==> config.mk <==
export PLATFORM = sky130hd
export DESIGN_NAME = socks_proxy_handshake_parser
export DESIGN_NICKNAME = d
export VERILOG_FILES = /design/src/design/sph_pkg.sv /design/src/design/sph_front.sv /design/src/design/sph_queue.sv /design/src/design/sph_back.sv /design/src/design/socks_proxy_handshake_parser.sv
export SDC_FILE = /design/constraint.sdc
export NUM_CORES = 1
export LEC_CHECK = 0
export BUFFER_PORTS_ARGS = -buffer_cell sky130_fd_sc_hd__buf_4
export CAP_MARGIN = 15
export CORE_MARGIN = 5
export CORE_UTILIZATION = 40
export DETAILED_ROUTE_END_ITERATION = 7
export GPL_ROUTABILITY_DRIVEN = 0
export SLEW_MARGIN = 15
export SYNTH_ARGS = -nofsm -noshare
export SYNTH_HDL_FRONTEND = slang
export SYNTH_SLANG_ARGS = --single-unit
==> constraint.sdc <==
create_clock -name clk_i -period 6 [get_ports clk_i]
set_clock_uncertainty 0.2 [all_clocks]
set_input_delay 1.8 -clock clk_i [delete_from_list [all_inputs] [get_ports clk_i]]
set_output_delay 1.8 -clock clk_i [all_outputs]
set_load 0.03 [all_outputs]
==> src/design/sph_pkg.sv <==
// Shared types and constants for the SOCKS handshake parser.
// Used by sph_front, sph_queue, sph_back and the top level.
`default_nettype none

package sph_pkg;

  typedef enum logic [1:0] {
    OP_BYTE    = 2'd0,
    OP_START   = 2'd1,
    OP_OUTCOME = 2'd2
  } op_e;

  typedef enum logic [1:0] {
    KIND_REPLY = 2'd0,
    KIND_ADDR  = 2'd1,
    KIND_DONE  = 2'd2,
    KIND_CLOSE = 2'd3
  } kind_e;

  typedef enum logic [2:0] {
    RSN_NONE     = 3'd0,
    RSN_BAD_VER  = 3'd1,
    RSN_NO_METH  = 3'd2,
    RSN_BAD_AUTH = 3'd3,
    RSN_REJECTED = 3'd4,
    RSN_CONN_ERR = 3'd5
  } reason_e;

  typedef enum logic [2:0] {
    R_CLOSE = 3'd0,
    R_BYTE2 = 3'd1,
    R_ADDR  = 3'd2,
    R_DONE  = 3'd3,
    R_V5    = 3'd4,
    R_V4    = 3'd5
  } run_e;

  localparam logic [7:0] VER5        = 8'h05;
  localparam logic [7:0] VER4        = 8'h04;
  localparam logic [7:0] METH_NOAUTH = 8'h00;
  localparam logic [7:0] METH_USERPW = 8'h02;
  localparam logic [7:0] METH_NONE   = 8'hFF;
  localparam logic [7:0] AUTH_VER    = 8'h01;
  localparam logic [7:0] CMD_CONNECT = 8'h01;
  localparam logic [7:0] ATYP_IPV4   = 8'h01;
  localparam logic [7:0] ATYP_DOMAIN = 8'h03;
  localparam logic [7:0] ATYP_IPV6   = 8'h04;
  localparam logic [7:0] REP_OK      = 8'h00;
  localparam logic [7:0] REP_GENERAL = 8'h02;
  localparam logic [7:0] REP_HOST    = 8'h04;
  localparam logic [7:0] REP_CMD     = 8'h07;
  localparam logic [7:0] REP_ATYP    = 8'h08;
  localparam logic [7:0] V4_GRANTED  = 8'd90;
  localparam logic [7:0] V4_FAILED   = 8'd91;

  localparam logic [1:0] AT_IPV4   = 2'd0;
  localparam logic [1:0] AT_DOMAIN = 2'd1;
  localparam logic [1:0] AT_IPV6   = 2'd2;

  typedef struct packed {
    run_e        rtype;
    logic [7:0]  b0;
    logic [7:0]  b1;
    logic [31:0] ip;
    logic [15:0] port;
    logic [1:0]  atype;
    logic        v4;
    reason_e     reason;
  } desc_t;

  function automatic logic [3:0] run_len(run_e r);
    logic [3:0] n;
    unique case (r)
      R_CLOSE: n = 4'd1;
      R_BYTE2: n = 4'd2;
      R_ADDR:  n = 4'd1;
      R_DONE:  n = 4'd1;
      R_V5:    n = 4'd10;
      R_V4:    n = 4'd8;
      default: n = 4'd1;
    endcase
    return n;
  endfunction

endpackage

`default_nettype wire

==> src/design/sph_front.sv <==
// Handshake parser front end: walks the session state one request at a time
// and emits one run descriptor per request that produces results. Uses sph_pkg.
`default_nettype none

module sph_front #(
  parameter int MaxV4Request = 256
) (
  input  wire logic          clk_i,
  input  wire logic          rst_ni,
  input  wire logic          acc_i,
  input  wire logic [1:0]    opcode_i,
  input  wire logic [7:0]    client_byte_i,
  input  wire logic          connect_ok_i,
  input  wire logic [31:0]   bound_ipv4_i,
  input  wire logic [15:0]   bound_port_i,
  input  wire logic          bound_is_v4_i,
  output logic               push_o,
  output sph_pkg::desc_t     desc_o
);
  import sph_pkg::*;

  typedef enum logic [13:0] {
    PH_VER        = 14'b00000000000001,
    PH_GREET      = 14'b00000000000010,
    PH_AUTH_HEAD  = 14'b00000000000100,
    PH_AUTH_ID    = 14'b00000000001000,
    PH_AUTH_PWLEN = 14'b00000000010000,
    PH_AUTH_PW    = 14'b00000000100000,
    PH_REQ_HEAD   = 14'b00000001000000,
    PH_REQ_DLEN   = 14'b00000010000000,
    PH_REQ_ADDR   = 14'b00000100000000,
    PH_REQ_PORT   = 14'b00001000000000,
    PH_V4_REQ     = 14'b00010000000000,
    PH_WAIT_OUT   = 14'b00100000000000,
    PH_OPEN       = 14'b01000000000000,
    PH_CLOSED     = 14'b10000000000000
  } phase_e;

  phase_e      phase_q, phase_d;
  logic [8:0]  cnt_q, cnt_d;
  logic [1:0]  mflags_q, mflags_d;
  logic [7:0]  flen_q, flen_d;
  logic [7:0]  pwlen_q, pwlen_d;
  logic [1:0]  atype_q, atype_d;
  logic [15:0] port_q, port_d;
  logic        v4_q, v4_d;

  always_comb begin
    logic [7:0]  b;
    logic        v4_done;
    logic [31:0] addr;
    b       = client_byte_i;
    v4_done = 1'b0;
    addr    = bound_is_v4_i ? bound_ipv4_i : 32'd0;
    phase_d  = phase_q;
    cnt_d    = cnt_q;
    mflags_d = mflags_q;
    flen_d   = flen_q;
    pwlen_d  = pwlen_q;
    atype_d  = atype_q;
    port_d   = port_q;
    v4_d     = v4_q;
    push_o   = 1'b0;
    desc_o   = '0;
    if (acc_i) begin
      unique case (opcode_i)
        OP_BYTE: begin
          unique case (phase_q)
            PH_VER: begin
              cnt_d = 9'd1;
              if (b == VER5) begin
                phase_d = PH_GREET;
                v4_d    = 1'b0;
              end else if (b == VER4) begin
                phase_d = PH_V4_REQ;
                v4_d    = 1'b1;
                atype_d = AT_IPV4;
                port_d  = '0;
              end else begin
                phase_d = PH_CLOSED;
                push_o  = 1'b1;
                desc_o.rtype  = R_CLOSE;
                desc_o.reason = RSN_BAD_VER;
              end
            end
            PH_GREET: begin
              if (cnt_q == 9'd1) begin
                cnt_d    = 9'd2;
                flen_d   = b;
                mflags_d = 2'b00;
              end else begin
                mflags_d = mflags_q | {b == METH_USERPW, b == METH_NOAUTH};
                flen_d   = flen_q - 8'd1;
              end
              if (flen_d == 8'd0) begin
                push_o       = 1'b1;
                desc_o.rtype = R_BYTE2;
                desc_o.b0    = VER5;
                cnt_d        = 9'd0;
                if (mflags_d[1]) begin
                  desc_o.b1 = METH_USERPW;
                  phase_d   = PH_AUTH_HEAD;
                end else if (mflags_d[0]) begin
                  desc_o.b1 = METH_NOAUTH;
                  phase_d   = PH_REQ_HEAD;
                end else begin
                  desc_o.b1     = METH_NONE;
                  desc_o.reason = RSN_NO_METH;
                  phase_d       = PH_CLOSED;
                  cnt_d         = cnt_q == 9'd1 ? 9'd2 : cnt_q;
                end
              end
            end
            PH_AUTH_HEAD: begin
              if (cnt_q == 9'd0) begin
                if (b != AUTH_VER) begin
                  phase_d       = PH_CLOSED;
                  push_o        = 1'b1;
                  desc_o.rtype  = R_CLOSE;
                  desc_o.reason = RSN_BAD_AUTH;
                end else begin
                  cnt_d = 9'd1;
                end
              end else begin
                flen_d  = b;
                phase_d = (b == 8'd0) ? PH_AUTH_PWLEN : PH_AUTH_ID;
              end
            end
            PH_AUTH_ID: begin
              flen_d = flen_q - 8'd1;
              if (flen_d == 8'd0) phase_d = PH_AUTH_PWLEN;
            end
            PH_AUTH_PWLEN, PH_AUTH_PW: begin
              pwlen_d = (phase_q == PH_AUTH_PWLEN) ? b : pwlen_q - 8'd1;
              if (pwlen_d == 8'd0) begin
                push_o       = 1'b1;
                desc_o.rtype = R_BYTE2;
                desc_o.b0    = AUTH_VER;
                desc_o.b1    = 8'h00;
                phase_d      = PH_REQ_HEAD;
                cnt_d        = 9'd0;
              end else begin
                phase_d = PH_AUTH_PW;
              end
            end
            PH_REQ_HEAD: begin
              desc_o.rtype  = R_V5;
              desc_o.reason = RSN_REJECTED;
              if (cnt_q == 9'd0 && b != VER5) begin
                push_o = 1'b1;
                desc_o.b1 = REP_GENERAL;
              end else if (cnt_q == 9'd1 && b != CMD_CONNECT) begin
                push_o = 1'b1;
                desc_o.b1 = REP_CMD;
              end else if (cnt_q == 9'd2 && b != 8'h00) begin
                push_o = 1'b1;
                desc_o.b1 = REP_GENERAL;
              end else if (cnt_q >= 9'd3) begin
                if (b == ATYP_IPV4) begin
                  atype_d = AT_IPV4;
                  flen_d  = 8'd4;
                  phase_d = PH_REQ_ADDR;
                end else if (b == ATYP_DOMAIN) begin
                  atype_d = AT_DOMAIN;
                  phase_d = PH_REQ_DLEN;
                end else if (b == ATYP_IPV6) begin
                  atype_d = AT_IPV6;
                  flen_d  = 8'd16;
                  phase_d = PH_REQ_ADDR;
                end else begin
                  push_o = 1'b1;
                  desc_o.b1 = REP_ATYP;
                end
              end else begin
                cnt_d = cnt_q + 9'd1;
              end
              if (push_o) phase_d = PH_CLOSED;
            end
            PH_REQ_DLEN: begin
              flen_d = b;
              if (b == 8'd0) begin
                phase_d = PH_REQ_PORT;
                cnt_d   = 9'd0;
                port_d  = '0;
              end else begin
                phase_d = PH_REQ_ADDR;
              end
            end
            PH_REQ_ADDR: begin
              push_o       = 1'b1;
              desc_o.rtype = R_ADDR;
              desc_o.b0    = b;
              flen_d       = flen_q - 8'd1;
              if (flen_d == 8'd0) begin
                phase_d = PH_REQ_PORT;
                cnt_d   = 9'd0;
                port_d  = '0;
              end
            end
            PH_REQ_PORT: begin
              port_d = {port_q[7:0], b};
              cnt_d  = cnt_q + 9'd1;
              if (cnt_d >= 9'd2) begin
                push_o       = 1'b1;
                desc_o.rtype = R_DONE;
                phase_d      = PH_WAIT_OUT;
              end
            end
            PH_V4_REQ: begin
              if (cnt_q == 9'd1 && b != CMD_CONNECT) begin
                push_o        = 1'b1;
                desc_o.rtype  = R_V4;
                desc_o.b1     = V4_FAILED;
                desc_o.reason = RSN_REJECTED;
                phase_d       = PH_CLOSED;
              end else begin
                if (cnt_q == 9'd2 || cnt_q == 9'd3) begin
                  port_d = {port_q[7:0], b};
                end else if (cnt_q >= 9'd4 && cnt_q <= 9'd7) begin
                  push_o       = 1'b1;
                  desc_o.rtype = R_ADDR;
                  desc_o.b0    = b;
                end else if (cnt_q >= 9'd8 && b == 8'd0) begin
                  v4_done = 1'b1;
                end
                cnt_d = cnt_q + 9'd1;
                if (v4_done || {1'b0, cnt_d} >= 10'(MaxV4Request)) begin
                  push_o       = 1'b1;
                  desc_o.rtype = R_DONE;
                  phase_d      = PH_WAIT_OUT;
                end
              end
            end
            default: ;
          endcase
        end
        OP_START: begin
          phase_d  = PH_VER;
          cnt_d    = '0;
          mflags_d = '0;
          flen_d   = '0;
          pwlen_d  = '0;
          atype_d  = '0;
          port_d   = '0;
          v4_d     = 1'b0;
        end
        OP_OUTCOME: begin
          if (phase_q == PH_WAIT_OUT) begin
            push_o       = 1'b1;
            desc_o.rtype = v4_q ? R_V4 : R_V5;
            if (connect_ok_i) begin
              desc_o.b1   = v4_q ? V4_GRANTED : REP_OK;
              desc_o.ip   = addr;
              desc_o.port = bound_port_i;
              phase_d     = PH_OPEN;
            end else begin
              desc_o.b1     = v4_q ? V4_FAILED : REP_HOST;
              desc_o.reason = RSN_CONN_ERR;
              phase_d       = PH_CLOSED;
            end
          end
        end
        default: ;
      endcase
    end
    desc_o.v4 = v4_d;
    if (desc_o.rtype == R_ADDR || desc_o.rtype == R_DONE) desc_o.atype = atype_d;
    if (desc_o.rtype == R_DONE) desc_o.port = port_d;
  end

  always_ff @(posedge clk_i or negedge rst_ni) begin
    if (!rst_ni) begin
      phase_q  <= PH_VER;
      cnt_q    <= '0;
      mflags_q <= '0;
      flen_q   <= '0;
      pwlen_q  <= '0;
      atype_q  <= '0;
      port_q   <= '0;
      v4_q     <= 1'b0;
    end else begin
      phase_q  <= phase_d;
      cnt_q    <= cnt_d;
      mflags_q <= mflags_d;
      flen_q   <= flen_d;
      pwlen_q  <= pwlen_d;
      atype_q  <= atype_d;
      port_q   <= port_d;
      v4_q     <= v4_d;
    end
  end

endmodule

`default_nettype wire

==> src/design/sph_queue.sv <==
// Small descriptor queue between the parser front end and the reply
// serializer. Uses sph_pkg for the descriptor type.
`default_nettype none

module sph_queue #(
  parameter int Depth = 4
) (
  input  wire logic      clk_i,
  input  wire logic      rst_ni,
  input  wire logic      push_i,
  input  sph_pkg::desc_t wdata_i,
  input  wire logic      pop_i,
  output sph_pkg::desc_t rdata_o,
  output logic           empty_o,
  output logic           full_o
);
  import sph_pkg::*;

  localparam int AW = (Depth > 1) ? $clog2(Depth) : 1;

  desc_t           mem_q [Depth];
  logic [AW-1:0]   wptr_q, rptr_q;
  logic [AW:0]     cnt_q;

  assign empty_o = (cnt_q == '0);
  assign full_o  = (cnt_q == (AW+1)'(Depth));
  assign rdata_o = mem_q[rptr_q];

  always_ff @(posedge clk_i) begin
    if (push_i) mem_q[wptr_q] <= wdata_i;
  end

  always_ff @(posedge clk_i or negedge rst_ni) begin
    if (!rst_ni) begin
      wptr_q <= '0;
      rptr_q <= '0;
      cnt_q  <= '0;
    end else begin
      if (push_i) wptr_q <= (wptr_q == AW'(Depth - 1)) ? '0 : wptr_q + AW'(1);
      if (pop_i)  rptr_q <= (rptr_q == AW'(Depth - 1)) ? '0 : rptr_q + AW'(1);
      cnt_q <= cnt_q + (AW+1)'(push_i) - (AW+1)'(pop_i);
    end
  end

  a_no_overflow: assert property (@(posedge clk_i) disable iff (!rst_ni)
    push_i |-> !full_o) else $error("queue push while full");
  a_no_underflow: assert property (@(posedge clk_i) disable iff (!rst_ni)
    pop_i |-> !empty_o) else $error("queue pop while empty");
  a_count: assert property (@(posedge clk_i) disable iff (!rst_ni)
    1'b1 |=> cnt_q == $past(cnt_q) + (AW+1)'($past(push_i)) - (AW+1)'($past(pop_i)))
    else $error("queue count mismatch");

endmodule

`default_nettype wire

==> src/design/sph_back.sv <==
// Reply serializer: expands each run descriptor into its result items,
// one per cycle while the receiver is ready, into an output register. Uses sph_pkg.
`default_nettype none

module sph_back (
  input  wire logic       clk_i,
  input  wire logic       rst_ni,
  input  sph_pkg::desc_t  head_i,
  input  wire logic       empty_i,
  output logic            pop_o,
  output logic            out_valid_o,
  input  wire logic       out_ready_i,
  output logic [1:0]      out_kind_o,
  output logic [7:0]      out_byte_o,
  output logic [1:0]      target_addr_type_o,
  output logic [15:0]     target_port_o,
  output logic            is_v4_request_o,
  output logic [2:0]      close_reason_o,
  output logic            last_o
);
  import sph_pkg::*;

  logic [3:0]  idx_q, idx_d;
  logic        valid_q;
  logic        load;
  logic        is_last;
  kind_e       kind;
  logic [7:0]  obyte;
  logic [1:0]  atype;
  logic [15:0] port;

  assign is_last = (idx_q == run_len(head_i.rtype) - 4'd1);
  assign load    = !empty_i && (!valid_q || out_ready_i);
  assign pop_o   = load && is_last;
  assign idx_d   = is_last ? 4'd0 : idx_q + 4'd1;

  always_comb begin
    kind  = KIND_REPLY;
    obyte = 8'h00;
    atype = AT_IPV4;
    port  = '0;
    unique case (head_i.rtype)
      R_CLOSE: kind = KIND_CLOSE;
      R_BYTE2: obyte = (idx_q == 4'd0) ? head_i.b0 : head_i.b1;
      R_ADDR: begin
        kind  = KIND_ADDR;
        obyte = head_i.b0;
        atype = head_i.atype;
      end
      R_DONE: begin
        kind  = KIND_DONE;
        atype = head_i.atype;
        port  = head_i.port;
      end
      R_V5: begin
        unique case (idx_q)
          4'd0:    obyte = VER5;
          4'd1:    obyte = head_i.b1;
          4'd2:    obyte = 8'h00;
          4'd3:    obyte = ATYP_IPV4;
          4'd4:    obyte = head_i.ip[31:24];
          4'd5:    obyte = head_i.ip[23:16];
          4'd6:    obyte = head_i.ip[15:8];
          4'd7:    obyte = head_i.ip[7:0];
          4'd8:    obyte = head_i.port[15:8];
          default: obyte = head_i.port[7:0];
        endcase
      end
      R_V4: begin
        unique case (idx_q)
          4'd0:    obyte = 8'h00;
          4'd1:    obyte = head_i.b1;
          4'd2:    obyte = head_i.port[15:8];
          4'd3:    obyte = head_i.port[7:0];
          4'd4:    obyte = head_i.ip[31:24];
          4'd5:    obyte = head_i.ip[23:16];
          4'd6:    obyte = head_i.ip[15:8];
          default: obyte = head_i.ip[7:0];
        endcase
      end
      default: ;
    endcase
  end

  always_ff @(posedge clk_i or negedge rst_ni) begin
    if (!rst_ni) begin
      valid_q <= 1'b0;
      idx_q   <= '0;
    end else begin
      if (load) idx_q <= idx_d;
      if (load) valid_q <= 1'b1;
      else if (out_ready_i) valid_q <= 1'b0;
    end
  end

  always_ff @(posedge clk_i) begin
    if (load) begin
      out_kind_o         <= kind;
      out_byte_o         <= obyte;
      target_addr_type_o <= atype;
      target_port_o      <= port;
      is_v4_request_o    <= head_i.v4;
      close_reason_o     <= head_i.reason;
      last_o             <= is_last;
    end
  end

  assign out_valid_o = valid_q;

  a_idx_range: assert property (@(posedge clk_i) disable iff (!rst_ni)
    !empty_i |-> idx_q < run_len(head_i.rtype)) else $error("run index out of range");
  a_idx_restart: assert property (@(posedge clk_i) disable iff (!rst_ni)
    pop_o |=> idx_q == 4'd0) else $error("run index not cleared after pop");
  a_last_pop: assert property (@(posedge clk_i) disable iff (!rst_ni)
    pop_o |=> out_valid_o && last_o) else $error("final item not flagged");

endmodule

`default_nettype wire

==> src/design/socks_proxy_handshake_parser.sv <==
// Top level of the SOCKS4/SOCKS5 server handshake parser.
// Instantiates sph_front, sph_queue and sph_back; uses sph_pkg.
//
// Usage: each input request carries an opcode (client byte, new session or
// connect outcome) with its payload on a valid/ready channel. Each request
// yields zero to ten result items on the output valid/ready channel, the
// final one of a request marked by last_o.
// The parser takes one request per cycle while input ready is high; results
// leave one per cycle while the receiver is ready. An accepted request's
// descriptor is registered in the run queue and then in the output register.
// The parser and the serializer are joined by a four-entry run queue; input
// ready drops only while that queue is full, which happens when the
// receiver stalls or several long replies are waiting.
// Reset clears the session to await a version byte and empties the queue
// and output register; a start request does the same to the session alone.
`default_nettype none

module socks_proxy_handshake_parser #(
  parameter int MaxV4Request = 256
) (
  input  wire logic        clk_i,
  input  wire logic        rst_ni,
  input  wire logic        in_valid_i,
  output logic             in_ready_o,
  input  wire logic [1:0]  opcode_i,
  input  wire logic [7:0]  client_byte_i,
  input  wire logic        connect_ok_i,
  input  wire logic [31:0] bound_ipv4_i,
  input  wire logic [15:0] bound_port_i,
  input  wire logic        bound_is_v4_i,
  output logic             out_valid_o,
  input  wire logic        out_ready_i,
  output logic [1:0]       out_kind_o,
  output logic [7:0]       out_byte_o,
  output logic [1:0]       target_addr_type_o,
  output logic [15:0]      target_port_o,
  output logic             is_v4_request_o,
  output logic [2:0]       close_reason_o,
  output logic             last_o
);
  import sph_pkg::*;

  logic  push, pop, empty, full, acc;
  desc_t wdesc, head;

  assign in_ready_o = !full;
  assign acc        = in_valid_i && !full;

  sph_front #(.MaxV4Request(MaxV4Request)) u_front (
    .clk_i, .rst_ni,
    .acc_i(acc),
    .opcode_i, .client_byte_i, .connect_ok_i,
    .bound_ipv4_i, .bound_port_i, .bound_is_v4_i,
    .push_o(push),
    .desc_o(wdesc)
  );

  sph_queue #(.Depth(4)) u_queue (
    .clk_i, .rst_ni,
    .push_i(push),
    .wdata_i(wdesc),
    .pop_i(pop),
    .rdata_o(head),
    .empty_o(empty),
    .full_o(full)
  );

  sph_back u_back (
    .clk_i, .rst_ni,
    .head_i(head),
    .empty_i(empty),
    .pop_o(pop),
    .out_valid_o, .out_ready_i,
    .out_kind_o, .out_byte_o, .target_addr_type_o, .target_port_o,
    .is_v4_request_o, .close_reason_o, .last_o
  );

endmodule

`default_nettype wire
# Word level (Yosys, flattened, before mapping)
# Memory sizes are Yosys's and may differ from the RTL's.
# Cells that the tools add are included.
dict set report totals {
  reg_bits 105
  mem_bits_rw 292
  output_inout_bits 35
  mem_count 1
}
dict set report op_classes {
  n_addsub 9
  order_cmp 6
  eq_ne 73
  mux 185
  bitwise_logic 1
  n_reduce_logical 36
}
# name words word_bits rd rd_ports_with_merged_regs write_ports line
set mem_list {}
lappend mem_list {u_queue.mem_q 4 73 1 0 1 sph_queue.sv:21} ;# desc_t mem_q [Depth];
# cell n
set op_table {}
lappend op_table {{2-to-1 mux 14 bit} 22}
lappend op_table {{2-to-1 mux 8 bit} 26}
lappend op_table {{one-hot mux 14 bit (10 select lines)} 1}
lappend op_table {{2-to-1 mux 16 bit} 8}
lappend op_table {{2-to-1 mux 9 bit} 14}
lappend op_table {{2-to-1 mux 48 bit} 2}
lappend op_table {{one-hot mux 8 bit (4 select lines)} 3}
lappend op_table {{one-hot mux 9 bit (9 select lines)} 1}
lappend op_table {{one-hot mux 16 bit (5 select lines)} 1}
lappend op_table {{one-hot mux 8 bit (9 select lines)} 1}
lappend op_table {{2-to-1 mux 67 bit} 1}
lappend op_table {{2-to-1 mux 56 bit} 1}
lappend op_table {{one-hot mux 8 bit (7 select lines)} 1}
lappend op_table {{one-hot mux 8 bit (2 select lines)} 3}
lappend op_table {{2-to-1 mux 2 bit} 21}
lappend op_table {{one-hot mux 14 bit (3 select lines)} 1}
lappend op_table {{one-hot mux 8 bit (5 select lines)} 1}
lappend op_table {{2-to-1 mux 1 bit} 39}
lappend op_table {{2-to-1 mux 17 bit} 2}
lappend op_table {{2-to-1 mux 3 bit} 11}
lappend op_table {{logical NOT 8 bit} 4}
lappend op_table {{2-to-1 mux 32 bit} 1}
lappend op_table {{one-hot mux 16 bit (2 select lines)} 1}
lappend op_table {{2-to-1 mux 7 bit} 4}
lappend op_table {{other kinds (81)} 140}

# Longest topological paths before layout
dict set report depth {
  word_depth 18
  ltp_mapped 13
  ltp_nobuf 13
}

# Modules after synthesis
# A second synthesis with hierarchy kept.
dict set report hier_totals {
  cells_unflattened 1393
  hier_area_um2 19170.9
}
# module n_inst cells_each area_each_um2 seq_area_each_um2
set by_module_without_submodules {}
lappend by_module_without_submodules {sph_queue 1 417 10943.0 8943.6}
lappend by_module_without_submodules {sph_front 1 720 5730.5 1502.7}
lappend by_module_without_submodules {sph_back 1 254 2487.4 1116.1}
lappend by_module_without_submodules {socks_proxy_handshake_parser 1 2 10.0 0.0}

# Worst setup path after synthesis
# No wires, ideal clock.
dict set report synth_path {
  path_type {input to register}
  start {in client_byte_i[2]}
  end {mem u_queue.mem_q[0][0] in the netlist's numbering, enable pin}
  setup_ns 0.437
  arrival_time_ns 5.533
  required_time_ns 5.363
  setup_slack_ns -0.169
  stages 8
  n_path_buf 1
  cell_sequence {clkbuf_1 or4_1 nor3_1 nand2_1 and2_1 o221ai_1 o31a_2 and2_1}
}
dict set report synth_via {
  elab_chain_cells 17
  elab_cells_between_ends 49
  cone_classes {6 x eq/ne; 34 x mux; 9 x reduce/logical}
}
# element line
set synth_lines {}
lappend synth_lines {{start, declared} socks_proxy_handshake_parser.sv:26} ;# input wire logic [7:0] client_byte_i,
lappend synth_lines {{logical NOT 8 bit} sph_front.sv:223} ;# end else if (cnt_q >= 9'd8 && b == 8'd0) begin
lappend synth_lines {{logical AND 1 bit} sph_front.sv:223}
lappend synth_lines {{2-to-1 mux 1 bit} sph_front.sv:223}
lappend synth_lines {{2-to-1 mux 1 bit} sph_front.sv:219} ;# end else if (cnt_q >= 9'd4 && cnt_q <= 9'd7) begin
lappend synth_lines {{2-to-1 mux 1 bit} sph_front.sv:217} ;# if (cnt_q == 9'd2 || cnt_q == 9'd3) begin
lappend synth_lines {{2-to-1 mux 1 bit} sph_front.sv:210} ;# if (cnt_q == 9'd1 && b != CMD_CONNECT) begin
lappend synth_lines {{2-to-1 mux 1 bit} sph_front.sv:68} ;# unique case (phase_q)
lappend synth_lines {{2-to-1 mux 1 bit} sph_front.sv:66} ;# unique case (opcode_i)
lappend synth_lines {{[... 2 more ...]} -}
lappend synth_lines {{2-to-1 mux 1 bit} sph_front.sv:227} ;# if (v4_done || {1'b0, cnt_d} >= 10'(MaxV4Request)) begin
lappend synth_lines {{2-to-1 mux 1 bit} sph_front.sv:210}
lappend synth_lines {{one-hot mux 1 bit (8 select lines) (*)} sph_front.sv:68}
lappend synth_lines {{one-hot mux 1 bit (2 select lines) (*)} sph_front.sv:66}
lappend synth_lines {{2-to-1 mux 1 bit (*)} sph_front.sv:65} ;# if (acc_i) begin
lappend synth_lines {{named net push} socks_proxy_handshake_parser.sv:43} ;# logic push, pop, empty, full, acc;
lappend synth_lines {{2-to-1 mux 1 bit (*)} sph_queue.sv:30} ;# if (push_i) mem_q[wptr_q] <= wdata_i;
lappend synth_lines {{2-to-1 mux 1 bit (not written as such) (*)} sph_queue.sv:30}
lappend synth_lines {{end, declared} sph_queue.sv:21}
# The timed path passes the listed nets; every way through them passes the cells marked *. The select of a mux whose other input is x is not followed.

# Final worst setup path
dict set report layout_path {
  start {in client_byte_i[1]}
  end {mem u_queue.mem_q[1][33] in the netlist's numbering, enable pin}
}
# Same word-level chain as after synthesis.

==> results_dict.tcl <==
set metrics [dict create \
    cts_tree "built" \
    ys_warn_count 0 \
    rsz0062_at_grt "no" \
    async_flop_share_pct 18.5 \
    max_stage_delay_ns 0.60 \
    worstSetupPathType "input pin to register" \
    hpwlAfterDp_um 34600 \
    synth-seq-area-share_pct 60.6 \
    fin_util_pct 46.5 \
    fin_crit_ns 4.76 \
    crit_family "simple AND/OR/NAND/NOR gates" \
    p_int_uw 5460 \
    syn_nets 1521 \
    comb_power_share_pct 26.8 \
    vias 13000 \
    worst-path-buf-inv 3 \
    drt_iter0_drc 1418 \
    antenna_found_initial 0 \
    fp.dieH_um 226 \
    wl_per_cell_um 23.7 \
    syn_avg_cell_area_um2 13.0 \
    root_buffer "clkbuf_16" \
    cpMostUsedCell "buf_4" \
    multi_input_area_mm2 0.00688 \
    r2r_slack_ns 1.43 \
    n_antenna_cell 0 \
    drt_pass1_iterations 6 \
    cts-buffers-inserted 42 \
    antenna_left 0 \
    relSlewSlack_pct 24.7 \
    routed_via_density 6.02 \
    fmax_mhz 210 \
    synthCells 1434 \
    hold_depth 2 \
    cp.arrival_ns 4.78 \
    fin_crit_sh_pct 79.3 \
    core_mm2 0.0464 \
    grt_pass1_vias 12700 \
    syn_to_final_growth_pct 15.3 \
    worstSetupStartpointType "input pin" \
    p_sw_uw 2680 \
    slew_violations 0 \
    cts_sinks 389 \
    cp_max_fo 59 \
    rr_worst_depth 12 \
    grt_start_max_net_pins 73 \
    max_cap_viol_count 0 \
    grt_usage_pct 19.8 \
    final_area_mm2 0.0215 \
    synth_seq_cells 389 \
    synth-edff-count 317 \
    cts.htree.levels 2 \
    worst_ep_required_time_ns 6.02 \
    cpMaxStageDelayCell "or4_1" \
    power_leakage_uw 0.00811 \
    setup_tns_ns 0 \
    drc 0 \
    pre_cts_slack_ns 0.730 \
    hold_violations 0 \
    cts_resized 0 \
    start_util_pct 40.3 \
    power_frac_clock_pct 32.1 \
    clk_latency_ns 0.56 \
    worst_slack_ns 1.24 \
    crit_path_end_kind "register" \
    seq_area_mm2 0.0113 \
    synth_area_mm2 0.0187 \
    die_w_um 226 \
    timing_worst_slew_pin_value_ns 1.13 \
    power_frac_seq_pct 41.1 \
    wl_um 51200 \
    drive_gt1_share_pct 20.0 \
    grt_first_pass_wirelength_um 77700 \
    sw_frac_of_total_pct 32.9 \
    ir_drop_mv 0.242 \
    ios 99 \
    io_buffer_count 98 \
    crit_cells 10 \
    holdWs_ns 0.297 \
    fillers 4101 \
    placed_area_mm2 0.0201 \
    grt_overflow 0 \
    setup_violations 0 \
    cts_buffer_depth 3 \
    row_count 79 \
    dieArea_mm2 0.0511 \
    path_cells "buf_4 -> or4_1 -> nor3_1 -> buf_4 -> nand2_1 -> and2_1 -> o221ai_1 -> o31a_2 -> and2_4 -> buf_12" \
    hold_class "register to register" \
    power_density_mw_per_mm2 378 \
    post-cts-setup-buffer-count 0 \
    yosysUniqueCellTypes 84 \
    clkTransAtPathRegs_ns 0.06 \
    finish.net_count 1609 \
    cts_hold_buf 0 \
    status "finished clean" \
    synth-main-ff-cell "edfxtp_1" \
]
[flip-flops by register name, summed over array words and instances (netlist names), 4 cells and up]
register and flops:
u_front.pwlen_q 8, u_back.target_port_o 16, u_front.phase_q 14, u_back.idx_q 4, u_queue.mem_q 284, u_front.port_q 16, u_front.cnt_q 9, u_back.out_byte_o 8
u_front.flen_q 8
[tightest hold or removal path: stages, from the launching register on]
cell     delay [ns]
dfrtp_1        0.36
nand2_1        0.05
nand2_1        0.05
[cells in the final DEF, fill, tap and decap left out, drive strengths merged, types with 6 or more instances in the layout]
cell type	instances
a31oi	12
nand2b	19
o21ai	100
nand3	24
nor4b	8
o221ai	11
nor2b	17
mux4	71
nand2	110
nor4	22
o31ai	20
clkbuf	61
buf	127
or3	14
or4	16
and3	46
mux2	14
ha	22
xnor2	8
nor2	70
dfrtp	71
a22oi	21
nand4	21
a221oi	25
nor3b	9
a211oi	6
xor2	6
inv	41
clkinv	9
and4	6
or2	6
a21oi	86
and2	35
nor3	30
edfxtp	317
[final timing paths]
check	start	endpoint
worst max-delay path	client_byte_i[1]	u_queue.mem_q[1][33]
worst min-delay path	u_back.out_valid_o	u_back.out_valid_o
worst max register to register	u_queue.rptr_q[0]	u_queue.cnt_q[2]
worst min register to register	u_back.out_valid_o	u_back.out_valid_o
max in group asynchronous	rst_ni	u_front.phase_q[0]
min in group asynchronous	rst_ni	u_back.out_valid_o
[power by group through the flow]
| stage | logic (uW) | clock network (uW) | registers (uW) |
|---|---|---|---|
| after floorplan | 1410 | 0 | 3450 |
| after global placement | 2160 | 0 | 3400 |
| after detailed placement | 2180 | 0 | 3400 |
| after CTS | 2180 | 2680 | 3350 |
| after global routing | 2360 | 2790 | 3380 |
| final | 2180 | 2610 | 3350 |
[synth_stat cells (7+ instances only)]
library cell	instances	area, um^2
a21oi_1	85	425
a221oi_1	25	219
a22oi_1	21	158
a31oi_1	12	75.1
and2_1	35	219
and3_1	46	288
buf_1	7	26.3
buf_2	13	65.1
clkbuf_1	60	225
dfrtp_1	71	1780
edfxtp_1	317	9520
ha_1	22	275
inv_1	40	150
mux2_2	14	158
mux4_2	71	1600
nand2_1	110	413
nand2b_1	19	119
nand3_1	24	120
nand4_1	20	125
nor2_1	70	263
nor2b_1	17	106
nor3_1	30	150
nor3b_1	9	67.6
nor4_1	20	125
nor4b_1	8	70.1
o21ai_0	96	480
o221ai_1	11	96.3
o31ai_1	18	135
or3_1	13	81.3
or4_1	13	97.6
xnor2_1	8	70.1
[layout make-up]
| class | instances | share of cell area [%] |
|---|---|---|
| Clock inverter | 15 | 0.906 |
| Timing Repair Buffer | 127 | 4.75 |
| Tap cell | 607 | 3.52 |
| Sequential cell | 389 | 52.6 |
| Clock buffer | 61 | 5.63 |
| Multi-Input combinational cell | 921 | 31.9 |
| Inverter | 41 | 0.714 |
[logic make-up (layout without fill, tap and decap cells)]
group,after synthesis,count (layout),synth area share (%)
adder cells (fa/ha/maj),23,23,1.58
AND/OR/NAND/NOR,460,460,13.3
AO/OA/AOI/OAI,337,337,11.7
flip-flops,389,389,60.6
multiplexers,87,87,9.51
XOR/XNOR,14,14,0.656
buffers and inverters,124,244,2.70
[through the flow]
stage | std cells | total power, uW
3_3_place_gp | 2084 | 5560
3_5_place_dp | 2084 | 5580
2_1_floorplan | 1434 | 4850
5_1_grt | 2161 | 8530
6_report | 2161 | 8140
4_1_cts | 2160 | 8210
[per-layer routing]
metal / track usage [%] / vias up / wire [um]
li1: - / 5823 / -
met1: 28.5 / 6530 / 21900
met2: 31.1 / 561 / 24000
met3: 4.02 / 98 / 3970
met4: 5.01 / 0 / 1250
met5: 0 / - / 0
Note: power is estimated with default switching activity, not from simulation.
